--- config.mk ---
export PLATFORM = sky130hd
export DESIGN_NAME = key_matrix_scan_debounce
export DESIGN_NICKNAME = d
export VERILOG_FILES = /design/src/hdl/kmsd_pkg.sv /design/src/hdl/key_matrix_scan_debounce.sv
export SDC_FILE = /design/constraint.sdc
export NUM_CORES = 1
export LEC_CHECK = 0
export ABC_AREA = 1
export ABC_CLOCK_PERIOD_IN_PS = 2900
export BUFFER_PORTS_ARGS = -buffer_cell sky130_fd_sc_hd__buf_4
export CORE_ASPECT_RATIO = 0.6
export CORE_MARGIN = 2
export CORE_UTILIZATION = 40
export DETAILED_ROUTE_END_ITERATION = 6
export PLACE_DENSITY_LB_ADDON = 0.12
export SYNTH_ARGS = -nofsm -noshare
export SYNTH_HDL_FRONTEND = slang
export SYNTH_SLANG_ARGS = --single-unit
--- constraint.sdc ---
create_clock -name clk -period 2.9 [get_ports clk]
set_clock_uncertainty 0.1 [all_clocks]
set_input_delay 0.145 -clock clk [delete_from_list [all_inputs] [get_ports clk]]
set_output_delay 0.145 -clock clk [all_outputs]
set_load 0.02 [all_outputs]
--- src/hdl/kmsd_pkg.sv ---
// kmsd_pkg: shared types, codes and reset values for the keypad matrix scanner
// no dependencies; imported by key_matrix_scan_debounce
`default_nettype none

package kmsd_pkg;

  // scan phase encoding (3-bit state register)
  typedef enum logic [2:0] {
    PH_SETTLE0 = 3'd0,
    PH_DEB0    = 3'd1,
    PH_SETTLE1 = 3'd2,
    PH_DEB1    = 3'd3
  } scan_phase_t;

  // configuration register indexes
  typedef enum logic {
    REG_SETTLE   = 1'b0,
    REG_DEBOUNCE = 1'b1
  } cfg_reg_t;

  localparam int SETTLE_W   = 24;
  localparam int DEBOUNCE_W = 16;
  localparam int CFG_W      = 24;
  localparam int COLS_W     = 4;
  localparam int CODE_W     = 4;

  localparam logic [SETTLE_W-1:0]   SETTLE_RESET   = 24'h100000;
  localparam logic [DEBOUNCE_W-1:0] DEBOUNCE_RESET = 16'd1000;

  localparam logic [COLS_W-1:0] COLS_IDLE = 4'hf;

  localparam logic [CODE_W-1:0] CODE_NONE = 4'd0;
  localparam logic [CODE_W-1:0] CODE_PUSH = 4'd9;
  localparam logic [CODE_W-1:0] ROW1_BASE = 4'd4;

  // 1-based index of the lowest low column, 0 when all columns are high
  function automatic logic [CODE_W-1:0] lowest_low_col(input logic [COLS_W-1:0] cols);
    logic [CODE_W-1:0] code;
    code = CODE_NONE;
    for (int b = COLS_W - 1; b >= 0; b--) begin
      if (!cols[b]) begin
        code = CODE_W'(b + 1);
      end
    end
    return code;
  endfunction

endpackage

`default_nettype wire

--- src/hdl/key_matrix_scan_debounce.sv ---
// key_matrix_scan_debounce: two-row keypad scanner with settle delay and debounce
// depends on kmsd_pkg (phase type, codes, reset values, column encoder)
//
//   channel  direction  beat contents                    handshake
//   in       sink       col_levels, push_level           in_valid / in_stall
//   out      source     drive_row, key_code, scan_done   out_valid / out_stall
//   cfg      sink       cfg_index, cfg_data              cfg_we (no wait)
//
// one result beat per input beat; one beat enters every cycle while in_stall is low,
// its result is registered and shows on out the cycle after it was taken
// the scan state and the result register load in the same cycle as the input beat
// in_stall is high only while a result is held and out_stall is high
// rst (synchronous) restarts the scan on row 0 and restores register defaults
`default_nettype none

module key_matrix_scan_debounce
  import kmsd_pkg::*;
(
  input  wire logic              clk,
  input  wire logic              rst,
  // input beats
  input  wire logic              in_valid,
  output      logic              in_stall,
  input  wire logic [COLS_W-1:0] col_levels,
  input  wire logic              push_level,
  // result beats
  output      logic              out_valid,
  input  wire logic              out_stall,
  output      logic              drive_row,
  output      logic [CODE_W-1:0] key_code,
  output      logic              scan_done,
  // configuration writes
  input  wire logic              cfg_we,
  input  wire logic              cfg_index,
  input  wire logic [CFG_W-1:0]  cfg_data
);

  // configuration registers
  logic [SETTLE_W-1:0]   settle_ticks;
  logic [DEBOUNCE_W-1:0] debounce_ticks;

  // scan state
  scan_phase_t         scan_phase, scan_phase_next;
  logic [SETTLE_W-1:0] tick_count, tick_count_next;
  logic [COLS_W-1:0]   latched_cols, latched_cols_next;

  // result of the current beat
  logic              res_row;
  logic [CODE_W-1:0] res_code;
  logic              res_done;

  logic accept;
  logic out_valid_next;

  // shared decode of the current beat
  logic                settle_wait;
  logic                cols_active;
  logic                cols_match;
  logic [SETTLE_W-1:0] tick_inc;
  logic                deb_zero;
  logic                deb_reached;
  logic [CODE_W-1:0]   row_base;

  assign accept      = in_valid && !in_stall;
  assign in_stall    = out_valid && out_stall;

  assign settle_wait = tick_count < settle_ticks;
  assign cols_active = col_levels != COLS_IDLE;
  assign cols_match  = col_levels == latched_cols;
  assign tick_inc    = tick_count + SETTLE_W'(1);
  assign deb_zero    = debounce_ticks == '0;
  assign deb_reached = tick_inc >= SETTLE_W'(debounce_ticks);
  assign row_base    = res_row ? ROW1_BASE : CODE_NONE;

  // configuration write port
  always_ff @(posedge clk) begin
    if (rst) begin
      settle_ticks   <= SETTLE_RESET;
      debounce_ticks <= DEBOUNCE_RESET;
    end else if (cfg_we) begin
      unique case (cfg_reg_t'(cfg_index))
        REG_SETTLE:   settle_ticks   <= cfg_data[SETTLE_W-1:0];
        REG_DEBOUNCE: debounce_ticks <= cfg_data[DEBOUNCE_W-1:0];
        default:      ;
      endcase
    end
  end

  // result outputs of the current beat
  always_comb begin
    res_row  = 1'b0;
    res_code = CODE_NONE;
    res_done = 1'b0;
    unique case (scan_phase)
      PH_SETTLE0, PH_SETTLE1: begin
        res_row = scan_phase == PH_SETTLE1;
        if (!settle_wait) begin
          if (!res_row && !push_level) begin
            res_done = 1'b1;
            res_code = CODE_PUSH;
          end else if (cols_active) begin
            if (deb_zero) begin
              res_done = 1'b1;
              res_code = lowest_low_col(col_levels) + row_base;
            end
          end else if (res_row) begin
            res_done = 1'b1;
          end
        end
      end
      PH_DEB0, PH_DEB1: begin
        res_row = scan_phase == PH_DEB1;
        if (!cols_match) begin
          res_done = 1'b1;
        end else if (deb_reached) begin
          res_done = 1'b1;
          res_code = lowest_low_col(latched_cols) + row_base;
        end
      end
      default: ;
    endcase
  end

  // next scan state
  always_comb begin
    scan_phase_next   = scan_phase;
    tick_count_next   = tick_count;
    latched_cols_next = latched_cols;
    unique case (scan_phase)
      PH_SETTLE0, PH_SETTLE1: begin
        if (settle_wait) begin
          tick_count_next = tick_inc;
        end else if (cols_active && !(scan_phase == PH_SETTLE0 && !push_level)) begin
          latched_cols_next = col_levels;
          tick_count_next   = '0;
          scan_phase_next   = (scan_phase == PH_SETTLE0) ? PH_DEB0 : PH_DEB1;
        end else if (scan_phase == PH_SETTLE0 && push_level) begin
          scan_phase_next = PH_SETTLE1;
          tick_count_next = '0;
        end
      end
      PH_DEB0, PH_DEB1: begin
        if (cols_match) begin
          tick_count_next = tick_inc;
        end
      end
      default: begin
        scan_phase_next   = PH_SETTLE0;
        tick_count_next   = '0;
        latched_cols_next = COLS_IDLE;
      end
    endcase
    // end of scan restarts on row 0
    if (res_done) begin
      scan_phase_next   = PH_SETTLE0;
      tick_count_next   = '0;
      latched_cols_next = COLS_IDLE;
    end
  end

  // scan state registers
  always_ff @(posedge clk) begin
    if (rst) begin
      scan_phase   <= PH_SETTLE0;
      tick_count   <= '0;
      latched_cols <= COLS_IDLE;
    end else if (accept) begin
      scan_phase   <= scan_phase_next;
      tick_count   <= tick_count_next;
      latched_cols <= latched_cols_next;
    end
  end

  // result register
  assign out_valid_next = accept || (out_valid && out_stall);

  always_ff @(posedge clk) begin
    if (rst) begin
      out_valid <= 1'b0;
    end else begin
      out_valid <= out_valid_next;
    end
  end

  always_ff @(posedge clk) begin
    if (accept) begin
      drive_row <= res_row;
      key_code  <= res_code;
      scan_done <= res_done;
    end
  end

  // a finished scan leaves the state at a fresh row 0 settle
  a_restart: assert property (@(posedge clk) disable iff (rst)
    accept && res_done |=> scan_phase == PH_SETTLE0 && tick_count == '0
                           && latched_cols == COLS_IDLE)
    else $error("scan did not restart after a finished scan");

  // no key code without scan_done
  a_code_done: assert property (@(posedge clk) disable iff (rst)
    out_valid && !scan_done |-> key_code == CODE_NONE)
    else $error("key code shown on a beat that does not end a scan");

  // codes never exceed the push code
  a_code_range: assert property (@(posedge clk) disable iff (rst)
    out_valid |-> key_code <= CODE_PUSH)
    else $error("key code out of range");

  // debounce phases always hold a latched non-idle pattern
  a_latched: assert property (@(posedge clk) disable iff (rst)
    scan_phase == PH_DEB0 || scan_phase == PH_DEB1 |-> latched_cols != COLS_IDLE)
    else $error("debounce phase with idle latched pattern");

  // input is held off only by a held result
  a_stall: assert property (@(posedge clk) disable iff (rst)
    in_stall |-> out_valid && out_stall)
    else $error("input stalled without a held result");

endmodule

`default_nettype wire
Yosys cells after proc, flatten, opt, wreduce, memory -nomap -nowiden

Index checks and enable logic that the tools add are counted.

Register bits: 78
Input port bits: 35
Output and inout port bits: 8
Word-level logic and storage cells: 95

Add/sub/neg operators: 3
Magnitude comparators: 2
Eq/ne operators: 11
Muxes and demuxes: 49
Bitwise gates (word level): 1
Reductions and logical operators: 20

Operators with widths:

| cell                    | count |
|---|---|
| $mux W24                | 5 |
| $mux W4                 | 23 |
| $pmux W24 S2            | 1 |
| $add A24 B1 Y24 const B | 1 |
| $ge A24 B16 Y1          | 1 |
| $lt A24 B24 Y1          | 1 |
| $mux W3                 | 7 |
| $logic_not A16 Y1       | 1 |
| $pmux W4 S2             | 2 |
| $ne A3 B3 Y1 const B    | 3 |
| $add A4 B3 Y4           | 2 |
| $ne A4 B4 Y1 const B    | 2 |
| $reduce_and A4 Y1       | 2 |
| $mux W1                 | 7 |
| $eq A3 B2 Y1 const B    | 2 |
| $logic_and A1 B1 Y1     | 6 |
| $pmux W3 S2             | 1 |
| $ne A5 B5 Y1 const B    | 1 |
| $eq A4 B4 Y1            | 1 |
| $logic_not A1 Y1        | 4 |
| $pmux W1 S2             | 2 |
| $reduce_and A2 Y1       | 2 |
| $reduce_or A2 Y1        | 2 |
| $eq A3 B1 Y1 const B    | 1 |
| other kinds (6)         | 6 |

Longest topological paths before layout

Gate-level depths: netlist (run 1).

Depth in word-level cells: 15
Depth in mapped cells: 22
Gate-level depth less buffers: 22

Worst setup path before layout (run 1)

No wires, ideal clock.

Kind: flip-flop to flip-flop
Start point: register tick_count[0]
End point: register tick_count[15]
Library setup time: 70 ps
Arrival: 2754 ps
Required time: 2730 ps
Slack: -24 ps
Stages on the path, launching flop included: 21
Buffers on the path: 1
Cells stage by stage: dfxtp_1 ha_1 nand3_2 inv_2 nand2_2 nor2_1 nand2_1 xor2_1 inv_1 ha_1 nand2_1 o21a_1 nand2_1 a21oi_1 nand3_1 nor2_2 nand2_2 a21oi_4 buf_6 nand2_2 a21oi_2

Longest elaborated chain between the ends: 7
Elaborated cells on any way between the ends: 14
Classes of those cells: add/sub (1); order compare (2); eq/ne (2); mux (8); reduce/logical (1)

RTL lines:

| what                                                                 | RTL line                        | source |
|---|---|---|
| start, declared                                                      | key_matrix_scan_debounce.sv:44  | `logic [SETTLE_W-1:0] tick_count, tick_count_next;` |
| start signal, assigned                                               | key_matrix_scan_debounce.sv:169 | `tick_count <= tick_count_next;` |
| $add A24 B1 Y24                                                      | key_matrix_scan_debounce.sv:70  | `assign tick_inc = tick_count + SETTLE_W'(1);` |
| $ge A24 B16 Y1                                                       | key_matrix_scan_debounce.sv:72  | `assign deb_reached = tick_inc >= SETTLE_W'(debounce_ticks);` |
| $mux W1                                                              | key_matrix_scan_debounce.sv:115 | `end else if (deb_reached) begin` |
| $mux W1                                                              | key_matrix_scan_debounce.sv:113 | `if (!cols_match) begin` |
| $pmux W1 S2                                                          | key_matrix_scan_debounce.sv:94  | `unique case (scan_phase)` |
| $ne A5 B5 Y1 (no source line) / $ne A3 B3 Y1 (equally long branches) | -                               |  |
| $reduce_and A3 Y1 (no source line)                                   | -                               |  |

Several ways; a longest one is shown, not always the timed one. The select of a mux whose other input is x is not followed.
A chain may end at the register's enable or synchronous reset.

Worst setup path in the final report (run 1)

Start point: register tick_count[4]
End point: register tick_count[4]

The elaborated chain is that of the path after synthesis.

==> impl_metrics.json, run 1 <==
{
  "outcome": "finished with violations",
  "violations": "hold timing, setup timing",
  "grt_pass1_vias": 4421,
  "leakage_nw": 3.05,
  "rsz0062_at_grt": "yes",
  "ctsLongestPathBuffers": 2,
  "fin_crit_ns": 3.08,
  "ir_drop_uv": 334,
  "synthToLayoutAreaGrowth_pct": 42.1,
  "slew_violations": 0,
  "synth_commonest_cells": "118 x nand2_1, 71 x dfxtp_1, 71 x inv_1",
  "die_w_um": 145,
  "grt_pass1_wl_mm": 22.6,
  "cts_made_buffers": 9,
  "crit_fanout": 6,
  "gr-usage-all-layers_pct": 22.7,
  "worstSkewPairLatency_ns": 0.35,
  "sw_frac_of_total_pct": 32.7,
  "r2r-start": "tick_count[4]",
  "critPathArrivalTime_ns": 3.25,
  "internal_power_w": 0.00225,
  "vias": 4751,
  "power_frac_comb_pct": 30.1,
  "critPathCaptureType": "register",
  "cp.required_ns": 3.07,
  "hold_slack_ns": -0.00164,
  "maxCapViolations": 0,
  "clock.fmax_mhz": 325,
  "p_per_area_nw_per_um2": 494,
  "synth_top_cell_by_area": "dfxtp_1",
  "syn_area_per_cell_sq_um": 7.24,
  "finalHoldViolations": 1,
  "reg2reg_depth": 19,
  "drive_above_1_share_pct": 32.1,
  "synth_warnings": 0,
  "cts.sinks": 77,
  "yosysMostFrequentCell": "nand2_1",
  "final.fill_count": 1074,
  "dr.pass1.iters": 5,
  "min_path_type": "primary input to register",
  "power_frac_seq_pct": 36.6,
  "crit_end": "tick_count[4]",
  "drt_wl_total_mm": 13.9,
  "fin_ws_ns": -0.178,
  "timing.final.crit_share_pct": 106,
  "place.gp.congestion": 0.875,
  "ys_types": 34,
  "synth_area_sq_um": 4770,
  "syn_nets": 735,
  "finalSetupViolCount": 31,
  "switchingPower_w": 0.00109,
  "synthFlopType": "dfxtp_1",
  "antenna_found_initial": 0,
  "ys_seq_elements": 77,
  "die_h_um": 88.6,
  "r2r-end": "tick_count[4]",
  "synth_edf_count": 6,
  "start_util_pct": 41.6,
  "synth_cells": 658,
  "relSlewSlack_pct": 55.6,
  "cp-start-kind": "register",
  "ant_nets": 0,
  "synthArstFlopShare_pct": 0,
  "grt.overflow.total": 0,
  "detail_route.wl_per_cell_um": 14.5,
  "hpwl_mm": 10.0,
  "fin_setup_tns_ns": -4.40,
  "grt_max_degree": 71,
  "ios": 43,
  "die_area_sq_um": 12800,
  "synth_top_cell_area_share_pct": 29.8,
  "vias_per_cell": 4.95,
  "layout.nets": 872,
  "htreeDepth": 3,
  "ys_seq_area_share_pct": 33.6,
  "final_core_util_pct": 59.2,
  "crit_start": "tick_count[4]",
  "drc": 0,
  "core_sq_um": 11400,
  "tightest_slew_ns": 0.667,
  "reg2reg_slack_ns": -0.18,
  "criticalPathCategory": "register to register",
  "path_clk_slew_ns": 0.06,
  "diodes": 0,
  "num_rows": 30,
  "synthTopCellsByArea": "dfxtp_1 30%, ha_1 11%, nand2_1 9.3%, o21ai_0 6.9%, a21oi_1 6.4%",
  "port_buffers": 42,
  "clock_power_share_pct": 33.3,
  "tritoncts": "done",
  "root_buffer": "clkbuf_16",
  "drt_iter0_markers": 285
}
==> worst min path at each step <==
stage	startpoint	end	slack (ns)	cells after the start
5_1_grt	cfg_data[15]	debounce_ticks[15]	0.005	3
4_1_cts	cfg_data[15]	debounce_ticks[15]	0.003	3
6_report	cfg_data[15]	settle_ticks[15]	-0.002	3
2_1_floorplan	rst	out_valid	0.11	1
3_3_place_gp	rst	out_valid	0.21	2
3_5_place_dp	rst	out_valid	0.22	2
==> logic make-up (layout without fill, tap and decap cells) <==
| family | Yosys count | after routing | share of synthesized area [%] |
|---|---|---|---|
| AND/OR/NAND/NOR | 262 | 262 | 24.8 |
| flip-flops | 77 | 77 | 33.6 |
| XOR/XNOR | 17 | 17 | 3.12 |
| adder cells (fa/ha/maj) | 42 | 42 | 11.0 |
| AO/OA/AOI/OAI | 160 | 160 | 19.2 |
| buffers and inverters | 100 | 242 | 8.22 |
==> metrics by stage <==
step           cells  setup WS [ns]  instance area [sq um]  hold slack (ns)  power (W)
2_1_floorplan    658         0.0393                   4770            0.114    0.00173
3_3_place_gp     901         -0.208                   5700            0.212    0.00200
3_5_place_dp     901         -0.250                   5700            0.220    0.00202
4_1_cts          956        -0.0771                   6620          0.00281    0.00332
5_1_grt          960         -0.353                   6770          0.00511    0.00352
6_report         960         -0.178                   6770         -0.00164    0.00335
==> timing repair <==
action,in CTS,in global routing
hold endpoints to repair,31,0
gates resized for setup,59,36
cloned,2,0
endpoints found under the setup margin,35,35
buffers inserted,13,4
hold buffers,24,0
pin swaps,19,28
==> flip-flops by register name (all words and copies together) (netlist names) <==
| register | count |
|---|---|
| scan_phase | 2 |
| out_valid | 1 |
| tick_count | 24 |
| latched_cols | 4 |
| key_code | 4 |
| debounce_ticks | 16 |
| scan_done | 1 |
| drive_row | 1 |
| settle_ticks | 24 |
==> worst max-delay path, cell delays in order, from the launching register on <==
cell and delay [ns]:
dfxtp_2 0.34, nand2_2 0.10, nor2_4 0.13, nand2_2 0.07
buf_4 0.15, xnor2_2 0.13, ha_1 0.33, a21oi_1 0.22
nand2_2 0.08, nor2_2 0.09, nand2_1 0.07, a21oi_2 0.16
nand3_1 0.11, nor2_2 0.17, nand2_2 0.10, a21oi_4 0.19
buf_6 0.16, buf_12 0.13, nand2_2 0.05, a21oi_2 0.11
==> power groups by stage <==
stage	Sequential [W]	Clock, W	Combinational [W]
2_1_floorplan	0.00124	0	0.000491
3_3_place_gp	0.00124	0	0.000762
3_5_place_dp	0.00124	0	0.000777
4_1_cts	0.00122	0.00114	0.000961
5_1_grt	0.00123	0.00118	0.00111
6_report	0.00122	0.00112	0.00101
==> cells in the final DEF (no fill, tap or decap), types with 6 or more instances in the layout <==
cell type | Yosys | layout
buf_4 | 0 | 115
nand2_1 | 118 | 104
inv_1 | 71 | 69
o21ai_0 | 66 | 65
dfxtp_1 | 71 | 61
a21oi_1 | 61 | 57
ha_1 | 42 | 41
nor2_1 | 48 | 35
nand3_1 | 36 | 27
nand2_2 | 24 | 24
a21oi_2 | 20 | 24
dlygate4sd3_1 | 0 | 24
nand2_4 | 0 | 14
nor2_2 | 6 | 11
nand4_1 | 10 | 10
clkbuf_16 | 0 | 10
o211ai_1 | 8 | 8
nor3_1 | 8 | 8
nor2_4 | 0 | 8
dfxtp_2 | 0 | 8
nand3_2 | 1 | 7
xnor2_1 | 9 | 6
edfxtp_1 | 6 | 6
buf_6 | 2 | 6
==> area by class of cell <==
class,instances,area (sq um),share of cell area (%)
well taps,160,200,2.96
flip-flops and latches,77,1620,23.9
multi-input cells,481,3100,45.8
clock buffers,11,254,3.75
clock inverters,5,41.3,0.610
inverters,77,292,4.30
repair buffers,149,1270,18.7
==> layer usage <==
| metal | wire length [um] | up-vias | GRT usage [%] |
|---|---|---|---|
| li1 | - | 2473 | - |
| met1 | 7590 | 2174 | 34.1 |
| met2 | 5580 | 95 | 33.4 |
| met3 | 634 | 9 | 4.33 |
| met4 | 128 | 0 | 5.67 |
| met5 | 0 | - | 0 |
Power figures use the tool's default switching activity.
==> inputs of run 2 (changes only) <==
--- a/config.mk
+++ b/config.mk
@@ -7,7 +7,8 @@
 export LEC_CHECK = 0
 export ABC_AREA = 1
 export ABC_CLOCK_PERIOD_IN_PS = 2900
-export BUFFER_PORTS_ARGS = -buffer_cell sky130_fd_sc_hd__buf_4
+export BUFFER_PORTS_ARGS = -buffer_cell sky130_fd_sc_hd__clkbuf_2
+export CAP_MARGIN = 20
 export CORE_ASPECT_RATIO = 0.6
 export CORE_MARGIN = 2
 export CORE_UTILIZATION = 40
==> constraint.sdc (replaced) <==
create_clock -name clk -period 2.9 [get_ports clk]
set_clock_uncertainty 0.1 [all_clocks]
set_input_delay 0.145 -clock clk [delete_from_list [all_inputs] [get_ports clk]]
set_output_delay 0.145 -clock clk [all_outputs]
set_load 0.01 [all_outputs]
==> impl_metrics.json, run 2 (same netlist as run 1, synthesis figures left out) <==
{
  "cts_made_buffers": 9,
  "holdPathStages": 3,
  "power_w": 0.00331,
  "min_path_type": "primary input to register",
  "root_buffer": "clkbuf_16",
  "tightest_slew_ns": 0.638,
  "finalHoldViolations": 0,
  "drt_iter0_markers": 269,
  "drt_wl_total_mm": 14.2,
  "grt_pass1_vias": 4244,
  "mostFrequentLayoutCell": "nand2_1",
  "die_area_sq_um": 12800,
  "layout_common_cells": "106 x nand2_1, 70 x buf_4, 68 x inv_1",
  "timing.final.crit_share_pct": 109,
  "vias_per_cell": 5.03,
  "htreeDepth": 3,
  "core_sq_um": 11400,
  "vias": 4793,
  "ant_nets": 0,
  "tritoncts": "done",
  "relSlewSlack_pct": 57.4,
  "critPathCaptureType": "register",
  "start_util_pct": 41.6,
  "critPathArrivalTime_ns": 3.33,
  "outcome": "finished with violations",
  "power_frac_comb_pct": 30.1,
  "ios": 43,
  "num_rows": 30,
  "place_inst": 906,
  "diodes": 0,
  "slew_violations": 0,
  "place.gp.congestion": 0.863,
  "gr-usage-all-layers_pct": 22.2,
  "cp.required_ns": 3.06,
  "fin_ws_ns": -0.271,
  "cts.sinks": 77,
  "die_h_um": 88.6,
  "criticalPathCategory": "register to register",
  "clock.fmax_mhz": 315,
  "finalSetupViolCount": 33,
  "sw_frac_of_total_pct": 33.7,
  "switchingPower_w": 0.00112,
  "drive_above_1_share_pct": 33.1,
  "fin_setup_tns_ns": -5.98,
  "port_buffers": 42,
  "drc": 0,
  "synthToLayoutAreaGrowth_pct": 42.3,
  "leakage_nw": 3.03,
  "grt.overflow.total": 0,
  "clock_power_share_pct": 33.0,
  "die_w_um": 145,
  "pre_cts_ws_ns": -0.484,
  "detail_route.wl_per_cell_um": 14.9,
  "cp-start-kind": "register",
  "crit_fanout": 5,
  "ctsLongestPathBuffers": 2,
  "path_clk_slew_ns": 0.06,
  "violations": "setup timing",
  "min_to": "debounce_ticks[11]",
  "r2r-start": "tick_count[4]",
  "reg2reg_slack_ns": -0.27,
  "worstSkewPairLatency_ns": 0.34,
  "reg2reg_depth": 18,
  "dr.pass1.iters": 5,
  "p_per_area_nw_per_um2": 488,
  "final_cells": 952,
  "ir_drop_uv": 304,
  "hpwl_mm": 10.2,
  "maxCapViolations": 0,
  "layout.nets": 864,
  "internal_power_w": 0.00220,
  "power_frac_seq_pct": 37.0,
  "antenna_found_initial": 0,
  "min_from": "cfg_data[11]",
  "grt_max_degree": 71,
  "rsz0062_at_grt": "yes",
  "grt_pass1_wl_mm": 22.3,
  "r2r-end": "tick_count[2]",
  "fin_crit_ns": 3.17,
  "top_regs": "settle_ticks: 24 flops, tick_count: 24 flops, debounce_ticks: 16 flops"
}
## run 2: timing repair
item                                    CTS  global route
endpoints found under the setup margin   35            35
hold endpoints to repair                 18             0
cloned                                    1             0
setup buffers                             7             6
hold buffers                             17             0
gates resized for setup                  67            55
pin swaps                                15            31
## run 2: cell type report
| class | count | area [sq um] |
|---|---|---|
| clock buffers | 10 | 239 |
| repair buffers | 141 | 1080 |
| inverters | 77 | 292 |
| clock inverters | 6 | 43.8 |
| multi-input cells | 481 | 3310 |
| flip-flops and latches | 77 | 1620 |
| well taps | 160 | 200 |
| fillers | 1046 | 4670 |
## run 2: power by group through the flow
| stage | registers (W) | logic (W) | clock network [W] |
|---|---|---|---|
| floorplan | 0.00123 | 0.000490 | 0 |
| global placement | 0.00124 | 0.000749 | 0 |
| detailed placement | 0.00124 | 0.000764 | 0 |
| CTS | 0.00122 | 0.000923 | 0.00112 |
| global route | 0.00123 | 0.00109 | 0.00117 |
| finish | 0.00122 | 0.000996 | 0.00109 |
## run 2: how the worst max path moves through the flow
stage,from,endpoint,slack (ns)
global route,tick_count[4],tick_count[2],-0.45
CTS,tick_count[0],tick_count[12],-0.17
floorplan,tick_count[1],tick_count[15],0.04
finish,tick_count[4],tick_count[2],-0.27
global placement,tick_count[7],tick_count[20],-0.38
detailed placement,tick_count[7],tick_count[0],-0.48
## run 2: critical path, stage by stage, from the launching register on
cell and delay (ns):
dfxtp_2 0.33, buf_6 0.11, nand2_8 0.06, nor3_4 0.24, nand3_2 0.15, xnor2_2 0.25, ha_1 0.30, a21oi_2 0.12
o21a_1 0.15, nand2_1 0.07, a21oi_2 0.18, nand3_1 0.12, nor2_2 0.15, nand2_2 0.08, a21oi_4 0.20, buf_6 0.14
buf_12 0.12, nand2_4 0.05, a21oi_2 0.16
## run 2: metrics by stage
stage	area [sq um]	hold WS (ns)	utilization, %
3_5_place_dp	5630	0.238	49.2
5_1_grt	6780	0.0237	59.2
4_1_cts	6450	0.000513	56.4
3_3_place_gp	5630	0.224	49.2
2_1_floorplan	4770	0.114	-
6_report	6780	0.00293	59.2
## run 2: layer usage
metal  share of wire, %  vias up  global-route usage, %
met3                5.0       13                   4.18
met4               0.90        0                   3.87
met1                 53     2203                   33.9
met2                 41      120                   32.8
li1                   -     2457                      -
met5                  0        -                      0
==> inputs of run 3 (changes only) <==
==> constraint.sdc (replaced) <==
create_clock -name clk -period 2.9 [get_ports clk]
set_clock_uncertainty 0.1 [all_clocks]
set_input_delay 0.87 -clock clk [delete_from_list [all_inputs] [get_ports clk]]
set_output_delay 0.87 -clock clk [all_outputs]
set_load 0.01 [all_outputs]
==> impl_metrics.json, run 3 (same netlist as run 1, synthesis figures left out) <==
{
  "detail_route.wl_per_cell_um": 15.1,
  "layout.nets": 857,
  "drive_above_1_share_pct": 35.9,
  "grt_pass1_vias": 4385,
  "crit_top_cell": "nand2_2",
  "path_clk_slew_ns": 0.06,
  "relSlewSlack_pct": 61.4,
  "vias_per_cell": 5.07,
  "worstSkewPairLatency_ns": 0.34,
  "reg2reg_depth": 18,
  "cp_slowest_stage_delay_ns": 0.36,
  "num_rows": 30,
  "drt_iter0_markers": 342,
  "finalSetupViolCount": 35,
  "violations": "setup timing",
  "place_inst": 907,
  "min_to": "settle_ticks[22]",
  "synthToLayoutAreaGrowth_pct": 38.4,
  "path_cells": "nand2_2, nor2_2, nand2_2, nor2_2, xor2_1, ha_1, a21oi_2, o21a_1, nand2_1, a21oi_2, nand3_1, nor2_2, nand2_2, a21oi_4, buf_12, buf_12, nand2_2, a21oi_2",
  "gr-usage-all-layers_pct": 22.7,
  "vias": 4787,
  "r2r-start": "tick_count[5]",
  "sw_frac_of_total_pct": 34.2,
  "rsz0062_at_grt": "yes",
  "tightest_slew_ns": 0.575,
  "fin_crit_ns": 3.08,
  "drc": 0,
  "htreeDepth": 3,
  "dr.pass1.iters": 6,
  "criticalPathCategory": "register to register",
  "cp-start-kind": "register",
  "cp_slowest_cell": "dfxtp_2",
  "cts_made_buffers": 9,
  "final.fill_count": 1089,
  "fin_ws_ns": -0.184,
  "power_w": 0.00328,
  "ios": 43,
  "core_sq_um": 11400,
  "leakage_nw": 2.96,
  "final_cells": 945,
  "die_h_um": 88.6,
  "top_regs": "settle_ticks: 24 flops, tick_count: 24 flops, debounce_ticks: 16 flops",
  "crit_fanout": 7,
  "mostFrequentLayoutCell": "nand2_1",
  "p_per_area_nw_per_um2": 497,
  "regArea_sq_um": 1620,
  "ctsLongestPathBuffers": 2,
  "grt_max_degree": 49,
  "timing.final.crit_share_pct": 106,
  "pre_cts_ws_ns": -0.337,
  "clock_power_share_pct": 33.5,
  "cts-hold-fix-buffers": 0,
  "cp.required_ns": 3.08,
  "grt_pass1_wl_mm": 22.7,
  "layout_common_cells": "104 x nand2_1, 83 x buf_4, 69 x inv_1",
  "slew_violations": 0,
  "critPathArrivalTime_ns": 3.26,
  "diodes": 0,
  "drt_wl_total_mm": 14.3,
  "die_area_sq_um": 12800,
  "power_frac_comb_pct": 29.2,
  "reg2reg_slack_ns": -0.18,
  "min_path_type": "register to register",
  "switchingPower_w": 0.00112,
  "maxCapViolations": 0,
  "power_frac_seq_pct": 37.3,
  "tritoncts": "done",
  "clock.fmax_mhz": 324,
  "finalHoldViolations": 0,
  "ant_nets": 0,
  "critPathCaptureType": "register",
  "place.gp.congestion": 0.883,
  "root_buffer": "clkbuf_16",
  "fin_setup_tns_ns": -4.50,
  "antenna_found_initial": 0,
  "internal_power_w": 0.00216,
  "port_buffers": 42,
  "ir_drop_uv": 288,
  "cts.sinks": 77,
  "die_w_um": 145,
  "grt.overflow.total": 0,
  "multi_input_area_sq_um": 3230,
  "hpwl_mm": 10.4,
  "outcome": "finished with violations",
  "start_util_pct": 41.6,
  "r2r-end": "tick_count[10]",
  "holdPathStages": 2,
  "min_from": "settle_ticks[22]"
}
## run 3: changes by cell type in the layout (fill, tap and decap cells not counted), sizes merged
| cell | previous run | this run |
|---|---|---|
| dlygate4sd3 | 17 | 0 |
| buf | 82 | 92 |
| clkinvlp | 2 | 1 |
| clkinv | 6 | 5 |
| inv | 75 | 78 |
| clkbuf | 52 | 51 |
## run 3: layer usage
layer,GRT usage (%),vias up,routed length [um]
met2,33.0,111,5760
met1,34.7,2232,7730
li1,-,2434,-
met3,4.64,10,665
met4,4.05,0,106
met5,0,-,0
## run 3: final cells by class
class                           count  share of cell area (%)
Clock buffer                        9                    3.41
Timing Repair Buffer              134                    14.7
Clock inverter                      7                   0.910
Tap cell                          160                    3.03
Multi-Input combinational cell    481                    49.0
Inverter                           77                    4.38
Sequential cell                    77                    24.6
## run 3: what timing repair did
item,CTS,global route
endpoints found under the hold margin,0,0
pin swaps,16,22
setup endpoints to repair,35,35
gates cloned,1,0
resized for setup,44,67
buffers inserted,14,8
## run 3: power by group through the flow
stage	sequential [W]	combinational, W	clock (W)
global route	0.00123	0.00104	0.00117
detailed placement	0.00124	0.000762	0
CTS	0.00122	0.000872	0.00112
floorplan	0.00123	0.000490	0
finish	0.00122	0.000956	0.00110
global placement	0.00123	0.000744	0
## run 3: worst max path at each step
stage / start / end / slack [ns] / cells past startpoint
global placement: tick_count[1] / tick_count[10] / -0.23 / 18
detailed placement: tick_count[1] / tick_count[2] / -0.34 / 18
floorplan: tick_count[1] / tick_count[15] / 0.04 / 20
CTS: tick_count[1] / tick_count[2] / -0.11 / 19
global route: tick_count[0] / tick_count[2] / -0.35 / 21
finish: tick_count[5] / tick_count[10] / -0.18 / 18
## run 3: stage by stage
stage	area [sq um]	hold WS [ns]	util (%)
final	6600	0.361	57.6
after global routing	6600	0.387	57.6
after CTS	6250	0.366	54.6
after detailed placement	5650	0.356	49.3
after global placement	5650	0.350	49.3
after floorplan	4770	0.335	-
## run 3: critical path, delay by kind of cell (launching register included)
kind            cells  cell delay (ns)
simple gates        9             0.92
compound gates      5             0.80
flops               1             0.36
fa+ha+maj           1             0.33
buf+inv             2             0.27
xor+xnor            1             0.22
